--- src/rtl/pwsp_pkg.sv ---
// ----------------------------------------------------------------------------
// pwsp_pkg
// Shared types and codes for the protobuf wire stream parser.
// ----------------------------------------------------------------------------
package pwsp_pkg;

  // width of the payload length counter
  localparam int LEN_BITS = 32;
  localparam logic [63:0] LEN_MAX = (LEN_BITS >= 64) ? {64{1'b1}} :
                                    ((64'd1 << LEN_BITS) - 64'd1);

  // parser phases
  localparam logic [2:0] PH_KEY     = 3'd0;
  localparam logic [2:0] PH_VARINT  = 3'd1;
  localparam logic [2:0] PH_FIXED   = 3'd2;
  localparam logic [2:0] PH_LEN     = 3'd3;
  localparam logic [2:0] PH_PAYLOAD = 3'd4;

  // wire types from the key
  localparam logic [2:0] WT_VARINT  = 3'd0;
  localparam logic [2:0] WT_FIXED64 = 3'd1;
  localparam logic [2:0] WT_LEN     = 3'd2;
  localparam logic [2:0] WT_FIXED32 = 3'd5;

  // result kinds
  localparam logic [1:0] KIND_VARINT  = 2'd0;
  localparam logic [1:0] KIND_FIXED64 = 2'd1;
  localparam logic [1:0] KIND_FIXED32 = 2'd2;
  localparam logic [1:0] KIND_LEN     = 2'd3;

  localparam logic [7:0] VAR_MASK = 8'h7f;
  localparam logic [7:0] VAR_MORE = 8'h80;

  typedef struct packed {
    logic [1:0]  field_kind;
    logic [31:0] field_number;
    logic [63:0] field_value;
    logic        empty_field;
    logic        last_of_field;
  } pwsp_result_t;

endpackage

--- src/rtl/protobuf_wire_stream_parser_core.sv ---
// latency: a result appears on out_* the cycle after its byte beat is accepted
// throughput: one byte beat per cycle while in_tready is high; the result register frees as it is taken
// in_tready falls only while a result is held and out_tready is low
// reset: synchronous active-low rst_n returns the parser to key phase,
// clears the value and length state and empties the result register
// ----------------------------------------------------------------------------
// protobuf_wire_stream_parser_core
// Byte-per-beat protobuf wire format decoder with registered result stream.
// ----------------------------------------------------------------------------
module protobuf_wire_stream_parser_core (
  input  logic        clk,
  input  logic        rst_n,
  input  logic        in_tvalid,
  output logic        in_tready,
  input  logic [7:0]  in_tdata,   // data_byte[7:0]
  input  logic        in_tuser,   // message_start
  output logic        out_tvalid,
  input  logic        out_tready,
  output logic [95:0] out_tdata,  // field_number[31:0], field_value[95:32]
  output logic [2:0]  out_tuser,  // field_kind[1:0], empty_field[2]
  output logic        out_tlast   // last_of_field
);
  import pwsp_pkg::*;

  logic         beat_en;
  logic         res_valid;
  pwsp_result_t res;
  pwsp_result_t held;

  assign beat_en = in_tvalid && in_tready;

  pwsp_decode u_decode (
    .clk           (clk),
    .rst_n         (rst_n),
    .beat_en       (beat_en),
    .message_start (in_tuser),
    .data_byte     (in_tdata),
    .res_valid     (res_valid),
    .res           (res)
  );

  pwsp_out_reg u_out_reg (
    .clk       (clk),
    .rst_n     (rst_n),
    .load      (beat_en && res_valid),
    .res       (res),
    .out_ready (out_tready),
    .out_valid (out_tvalid),
    .space     (in_tready),
    .held      (held)
  );

  assign out_tdata = {held.field_value, held.field_number};
  assign out_tuser = {held.empty_field, held.field_kind};
  assign out_tlast = held.last_of_field;

`ifndef SYNTHESIS
  a_empty_shape: assert property (@(posedge clk) disable iff (!rst_n)
    out_tvalid && out_tuser[2]
    |-> out_tlast && out_tuser[1:0] == KIND_LEN && out_tdata[95:32] == 64'd0)
    else $error("malformed empty field result");

  a_scalar_last: assert property (@(posedge clk) disable iff (!rst_n)
    out_tvalid && out_tuser[1:0] != KIND_LEN |-> out_tlast && !out_tuser[2])
    else $error("scalar result without last mark");

  a_payload_byte: assert property (@(posedge clk) disable iff (!rst_n)
    out_tvalid && out_tuser[1:0] == KIND_LEN |-> out_tdata[95:40] == 56'd0)
    else $error("payload result wider than a byte");
`endif

endmodule

--- src/rtl/pwsp_decode.sv ---
// ----------------------------------------------------------------------------
// pwsp_decode
// Parser state and per-byte next-state logic; produces at most one result.
// ----------------------------------------------------------------------------
module pwsp_decode (
  input  logic                  clk,
  input  logic                  rst_n,
  input  logic                  beat_en,
  input  logic                  message_start,
  input  logic [7:0]            data_byte,
  output logic                  res_valid,
  output pwsp_pkg::pwsp_result_t res
);
  import pwsp_pkg::*;

  logic [2:0]          phase_r, phase_nxt;
  logic [63:0]         acc_r, acc_nxt;
  logic [3:0]          gc_r, gc_nxt;
  logic [31:0]         field_r, field_nxt;
  logic [2:0]          wt_r, wt_nxt;
  logic [LEN_BITS-1:0] rem_r, rem_nxt;

  logic [2:0]          eff_phase;
  logic [63:0]         eff_acc;
  logic [3:0]          eff_gc;
  logic [31:0]         eff_field;
  logic [2:0]          eff_wt;
  logic [LEN_BITS-1:0] eff_rem;

  logic [63:0]         varint_acc;
  logic [63:0]         fixed_acc;
  logic [3:0]          gc_inc;
  logic [6:0]          var_sh;
  logic                more;
  logic [3:0]          need;
  logic [63:0]         len_sat;

  // a message start drops everything in progress before the byte is used
  always_comb begin
    eff_phase = message_start ? PH_KEY : phase_r;
    eff_acc   = message_start ? 64'd0 : acc_r;
    eff_gc    = message_start ? 4'd0 : gc_r;
    eff_field = message_start ? 32'd0 : field_r;
    eff_wt    = message_start ? 3'd0 : wt_r;
    eff_rem   = message_start ? '0 : rem_r;
  end

  assign more   = (data_byte & VAR_MORE) != 8'd0;
  assign gc_inc = (eff_gc == 4'd15) ? 4'd15 : eff_gc + 4'd1;
  assign var_sh = 7'(eff_gc) * 7'd7;
  assign need   = (eff_wt == WT_FIXED64) ? 4'd8 : 4'd4;

  always_comb begin
    varint_acc = eff_acc;
    if (eff_gc <= 4'd9) begin
      varint_acc = eff_acc | ({56'd0, data_byte & VAR_MASK} << var_sh);
    end
    fixed_acc = eff_acc;
    if (eff_gc < 4'd8) begin
      fixed_acc = eff_acc | ({56'd0, data_byte} << {eff_gc[2:0], 3'b000});
    end
  end

  assign len_sat = (varint_acc > LEN_MAX) ? LEN_MAX : varint_acc;

  always_comb begin
    phase_nxt = eff_phase;
    acc_nxt   = eff_acc;
    gc_nxt    = eff_gc;
    field_nxt = eff_field;
    wt_nxt    = eff_wt;
    rem_nxt   = eff_rem;
    res_valid = 1'b0;
    res.field_kind    = KIND_VARINT;
    res.field_number  = eff_field;
    res.field_value   = 64'd0;
    res.empty_field   = 1'b0;
    res.last_of_field = 1'b1;
    case (eff_phase)
      PH_VARINT: begin
        acc_nxt = varint_acc;
        gc_nxt  = gc_inc;
        if (!more) begin
          res_valid       = 1'b1;
          res.field_value = varint_acc;
          acc_nxt         = 64'd0;
          gc_nxt          = 4'd0;
          phase_nxt       = PH_KEY;
        end
      end
      PH_FIXED: begin
        acc_nxt = fixed_acc;
        gc_nxt  = gc_inc;
        if (gc_inc >= need) begin
          res_valid       = 1'b1;
          res.field_kind  = (need == 4'd8) ? KIND_FIXED64 : KIND_FIXED32;
          res.field_value = fixed_acc;
          acc_nxt         = 64'd0;
          gc_nxt          = 4'd0;
          phase_nxt       = PH_KEY;
        end
      end
      PH_LEN: begin
        acc_nxt = varint_acc;
        gc_nxt  = gc_inc;
        if (!more) begin
          acc_nxt = 64'd0;
          gc_nxt  = 4'd0;
          if (len_sat == 64'd0) begin
            res_valid       = 1'b1;
            res.field_kind  = KIND_LEN;
            res.empty_field = 1'b1;
            phase_nxt       = PH_KEY;
          end else begin
            rem_nxt   = len_sat[LEN_BITS-1:0];
            phase_nxt = PH_PAYLOAD;
          end
        end
      end
      PH_PAYLOAD: begin
        res_valid         = 1'b1;
        res.field_kind    = KIND_LEN;
        res.field_value   = {56'd0, data_byte};
        res.last_of_field = (eff_rem <= LEN_BITS'(1));
        if (eff_rem <= LEN_BITS'(1)) begin
          rem_nxt   = '0;
          phase_nxt = PH_KEY;
        end else begin
          rem_nxt = eff_rem - LEN_BITS'(1);
        end
      end
      default: begin
        acc_nxt   = varint_acc;
        gc_nxt    = gc_inc;
        phase_nxt = PH_KEY;
        if (!more) begin
          field_nxt = varint_acc[34:3];
          wt_nxt    = varint_acc[2:0];
          acc_nxt   = 64'd0;
          gc_nxt    = 4'd0;
          case (varint_acc[2:0])
            WT_VARINT:  phase_nxt = PH_VARINT;
            WT_FIXED64: phase_nxt = PH_FIXED;
            WT_LEN:     phase_nxt = PH_LEN;
            WT_FIXED32: phase_nxt = PH_FIXED;
            default:    phase_nxt = PH_KEY;
          endcase
        end
      end
    endcase
  end

  always_ff @(posedge clk) begin
    if (!rst_n) begin
      phase_r <= PH_KEY;
      acc_r   <= 64'd0;
      gc_r    <= 4'd0;
      field_r <= 32'd0;
      wt_r    <= 3'd0;
      rem_r   <= '0;
    end else if (beat_en) begin
      phase_r <= phase_nxt;
      acc_r   <= acc_nxt;
      gc_r    <= gc_nxt;
      field_r <= field_nxt;
      wt_r    <= wt_nxt;
      rem_r   <= rem_nxt;
    end
  end

`ifndef SYNTHESIS
  a_fixed_count: assert property (@(posedge clk) disable iff (!rst_n)
    phase_r == PH_FIXED |-> gc_r < 4'd8)
    else $error("fixed byte count out of range");

  a_payload_stays: assert property (@(posedge clk) disable iff (!rst_n)
    beat_en && !message_start && phase_r == PH_PAYLOAD && rem_r > LEN_BITS'(1)
    |=> phase_r == PH_PAYLOAD)
    else $error("payload ended early");

  a_payload_nonzero: assert property (@(posedge clk) disable iff (!rst_n)
    phase_r == PH_PAYLOAD |-> rem_r != '0)
    else $error("payload phase with zero bytes remaining");
`endif

endmodule

--- src/rtl/pwsp_out_reg.sv ---
// ----------------------------------------------------------------------------
// pwsp_out_reg
// Result register; takes a new result when empty or while the held one is being taken.
// ----------------------------------------------------------------------------
module pwsp_out_reg (
  input  logic                  clk,
  input  logic                  rst_n,
  input  logic                  load,
  input  pwsp_pkg::pwsp_result_t res,
  input  logic                  out_ready,
  output logic                  out_valid,
  output logic                  space,
  output pwsp_pkg::pwsp_result_t held
);
  import pwsp_pkg::*;

  logic         valid_r, valid_nxt;
  pwsp_result_t held_r;

  assign space = !valid_r || out_ready;

  always_comb begin
    valid_nxt = valid_r;
    if (load) begin
      valid_nxt = 1'b1;
    end else if (out_ready) begin
      valid_nxt = 1'b0;
    end
  end

  always_ff @(posedge clk) begin
    if (!rst_n) begin
      valid_r <= 1'b0;
    end else begin
      valid_r <= valid_nxt;
    end
  end

  always_ff @(posedge clk) begin
    if (load) begin
      held_r <= res;
    end
  end

  assign out_valid = valid_r;
  assign held      = held_r;

endmodule
--- config.mk ---
export PLATFORM = sky130hd
export DESIGN_NAME = protobuf_wire_stream_parser_core
export DESIGN_NICKNAME = d
export VERILOG_FILES = /design/src/rtl/pwsp_pkg.sv /design/src/rtl/protobuf_wire_stream_parser_core.sv /design/src/rtl/pwsp_decode.sv /design/src/rtl/pwsp_out_reg.sv
export SDC_FILE = /design/constraint.sdc
export NUM_CORES = 1
export LEC_CHECK = 0
export ABC_AREA = 1
export BUFFER_PORTS_ARGS = -buffer_cell sky130_fd_sc_hd__buf_2
export CORE_UTILIZATION = 50
export CTS_BUF_LIST = sky130_fd_sc_hd__clkbuf_8
export CTS_CLUSTER_SIZE = 40
export DETAILED_ROUTE_END_ITERATION = 8
export GPL_TIMING_DRIVEN = 0
export HOLD_SLACK_MARGIN = 0.06
export PLACE_DENSITY = 0.72
export SLEW_MARGIN = 20
export SYNTH_ARGS = -nofsm -noshare
export SYNTH_HDL_FRONTEND = slang
export SYNTH_SLANG_ARGS = --single-unit
export TNS_END_PERCENT = 30
--- constraint.sdc ---
create_clock -name clk -period 6.9 [get_ports clk]
set_input_delay 2.07 -clock clk [delete_from_list [all_inputs] [get_ports clk]]
set_output_delay 2.07 -clock clk [all_outputs]
set_load 0.005 [all_outputs]
==> metrics <==
kind of path behind the tightest hold check=reg2reg; I/O pin count=between 100 and 150; max-cap viol count=0; crit-path max FO=65; count of synthesis-stage warnings from yosys=0; dominant combinational cell family by area after synthesis=simple AND/OR/NAND/NOR gates; result of the run=completed; DIE AREA=0.0283 mm^2; H-tree depth=2; horizontal die dimension=~170 um; critical path endpoint category=register; type of the setup path with the least slack=in2reg; clock tree root driver cell=sky130_fd_sc_hd__clkbuf_8; register bit total from synthesis=around 240; count of buffers from port buffering=~110; critical path arrival=around 6.5 ns; initial cell density of the core=51.1%; share of total power in the clock network=41.8%; fraction of the core area covered by cells at the end of the flow=58.2%; Worst IR Drop VDD=0.000135 V; Flop pwr share=45.8%; Final min period=roughly 6.3 ns; share of synthesized area occupied by flip-flops and latches=41.9%; Post CTS Setup Buffer Count=0; internal power=0.00241 W; number of nets with antenna violations after routing=0; Remaining Overflow, GRT=0; number of max-slew violations in the final report=0; final setup margin=slightly above 0.6 ns; source-to-sink clock delay at the later pin of the worst-skew pair=approximately 0.56 ns; WP data required=7.11 ns; Vert. Die Dim=168 um; via/cell ratio=6.01; xor/xnor share of the synthesized area=0.887%; complex-gate fraction of the synthesized area=22.3%; Final GP Congestion=between 1 and 1.5; number of detailed-routing iterations run before antenna repair=6; leakage power total=7.06 nW; post-synth top area cell=sky130_fd_sc_hd__edfxtp_1; top library cells by usage in the layout, fill and taps aside=431 x sky130_fd_sc_hd__nand2_1, 274 x sky130_fd_sc_hd__inv_1, 226 x sky130_fd_sc_hd__nor2_1; number of different library cells in the post-synthesis netlist=between 40 and 50; multiplexer area fraction after synthesis=0%; part of the total power dissipated in combinational logic=12.5%; worst-case clock buffer depth=3; number of clock sinks seen by CTS=239; Hold-fix buffers, CTS=0; sum of net half-perimeters after detailed placement=39800 um; type of origin of the critical path=input pin; final wirelength=~54000 um; unrepaired setup endpoints after global routing=false; row count=60; summed instance area of the synthesized netlist=0.0138 mm^2; ratio of cells with drive above 1 in the final layout=11.7%; commonest non-fill, non-tap cell in the layout=sky130_fd_sc_hd__nand2_1; clock slew seen by the registers of the worst setup and hold paths=about 0.060 ns; Worst Tran Pin Value=1.17 ns; Final #Nets=2115; post-route DRC violation count=0; highest clock rate=between 0.15 and 0.2 GHz; Avg Synthesized Cell Area=roughly 7.1 um^2; antenna violations before repair=3; Rel. slew slack=21.5%; adder and majority gate portion of the synthesized area=0.453%; net count of the mapped netlist=just under 2000; global router's overall resource usage=37.1%; starting DRC count in detailed routing=1703; worst slack, placed=0.234 ns; number of vias after detailed routing=14900; cts bufs inserted=42; final count of hold timing violations=0; biggest area contributors in the synthesized netlist=sky130_fd_sc_hd__edfxtp_1 22%, sky130_fd_sc_hd__dfxtp_1 20%, sky130_fd_sc_hd__nand2_1 12%; cell area power density=213 mW/mm^2; clock skew after layout=0.0272 ns; count of cells resized by post-cts repair=0; vias in the first global route=between 10000 and 15000; Post-Syn Instances=approximately 1900; maximum number of pins on one net before global-route repair=66; post-synthesis simple-gate area fraction=22.9%; wire length of the first global-routing pass=79500 um; Psw=between 0.0009 and 0.001 W; clock tree from TritonCTS=yes; Setup TNS=0 ns; layout overhead on the synthesized area=13.9%; endpoints failing setup=0; Sw Share=28.0%; post-synth top area share=a little over a fifth; average detailed-routed wire length per instance=21.7 um; Core Footprint=0.0270 mm^2; Final period util=about nine tenths
path summary, 6_finish.rpt:
check	startpoint	to	slack [ns]	cells past startpoint
max reg2reg	u_decode.gc_r[0]	u_out_reg.held[30]	2.45	17
max	in_tuser	u_out_reg.held[30]	0.62	19
min	u_decode.rem_r[4]	u_decode.rem_r[4]	0.46	2
min reg2reg	u_decode.rem_r[4]	u_decode.rem_r[4]	0.46	2
worst max-delay path, stage by stage:
cell and delay, ns:
sky130_fd_sc_hd__buf_2 0.15, sky130_fd_sc_hd__inv_2 0.09, sky130_fd_sc_hd__buf_6 0.14, sky130_fd_sc_hd__buf_2 0.36
sky130_fd_sc_hd__buf_2 0.41, sky130_fd_sc_hd__nand2_1 0.14, sky130_fd_sc_hd__nor3_1 0.28, sky130_fd_sc_hd__inv_1 0.14
sky130_fd_sc_hd__ha_1 0.32, sky130_fd_sc_hd__nand3_1 0.08, sky130_fd_sc_hd__nand2_1 0.19, sky130_fd_sc_hd__inv_1 0.10
sky130_fd_sc_hd__nor2_1 0.16, sky130_fd_sc_hd__clkbuf_1 0.56, sky130_fd_sc_hd__nor2_1 0.23, sky130_fd_sc_hd__nand3_1 0.14
sky130_fd_sc_hd__nand2_1 0.14, sky130_fd_sc_hd__inv_6 0.37, sky130_fd_sc_hd__buf_16 0.32
cells by family after synthesis:
logic type               Yosys count
AO/OA/AOI/OAI                    486
buffers and inverters            407
adder cells (fa/ha/maj)            5
flip-flops                       239
AND/OR/NAND/NOR                  787
XOR/XNOR                          14
through the flow:
stage	total power, W	cells	hold WS [ns]	area [um^2]
3_5_place_dp	0.00197	2394	0.456	14900
4_1_cts	0.00335	2471	0.464	15700
6_report	0.00335	2472	0.463	15700
3_3_place_gp	0.00196	2391	0.451	14800
5_1_grt	0.00346	2471	0.480	15700
2_1_floorplan	0.00182	1938	0.445	13800
sequential cells by signal, indices dropped and copies added (netlist names):
| name | flops |
|---|---|
| u_decode.acc_r | 64 |
| u_decode.field_r | 32 |
| u_decode.gc_r | 4 |
| u_out_reg.held | 100 |
| u_decode.phase_r | 3 |
| u_decode.wt_r | 3 |
| u_out_reg.out_valid | 1 |
| u_decode.rem_r | 32 |
cell type report:
cell class / count / area, um^2
Sequential cell: 239 / 5790
Antenna cell: 1 / 2.50
Fill cell: 2580 / 11300
Clock inverter: 29 / 226
Timing Repair Buffer: 115 / 603
Buffer: 127 / 548
Inverter: 280 / 1060
Tap cell: 341 / 427
Multi-Input combinational cell: 1292 / 6430
Clock buffer: 48 / 661
cell usage after synthesis, drive strengths merged:
library cell    n
a211oi          1
a21boi          1
a21oi         122
a221oi         77
a22o           21
a22oi           2
a2bb2oi         1
a31oi          24
a32o            1
a41oi           2
buf            45
clkbuf         82
clkinv          7
dfxtp         139
edfxtp        100
ha              5
inv           273
nand2         435
nand3          96
nand3b          1
nand4          10
nor2          232
nor3           11
nor4            2
o211ai          1
o21ai         157
o21bai          4
o221a          12
o221ai         20
o22ai          38
o311ai          1
o41ai           1
xor2           14
layer usage:
layer,GRT usage (%),share of wire [%],up-vias,routed length [um]
li1,-,-,6865,-
met1,46.6,39,6917,21100
met2,59.8,45,881,24200
met3,6.42,9.0,191,4820
met4,22.4,6.2,4,3340
met5,0,0.043,-,23
power by group through the flow:
stage               logic (W)  registers, W  clock network (W)
finish               0.000418       0.00154            0.00140
global placement     0.000396       0.00156                  0
CTS                  0.000405       0.00153            0.00141
global route         0.000449       0.00154            0.00147
floorplan            0.000261       0.00156                  0
detailed placement   0.000403       0.00156                  0
(Power assumes the default switching activity.)
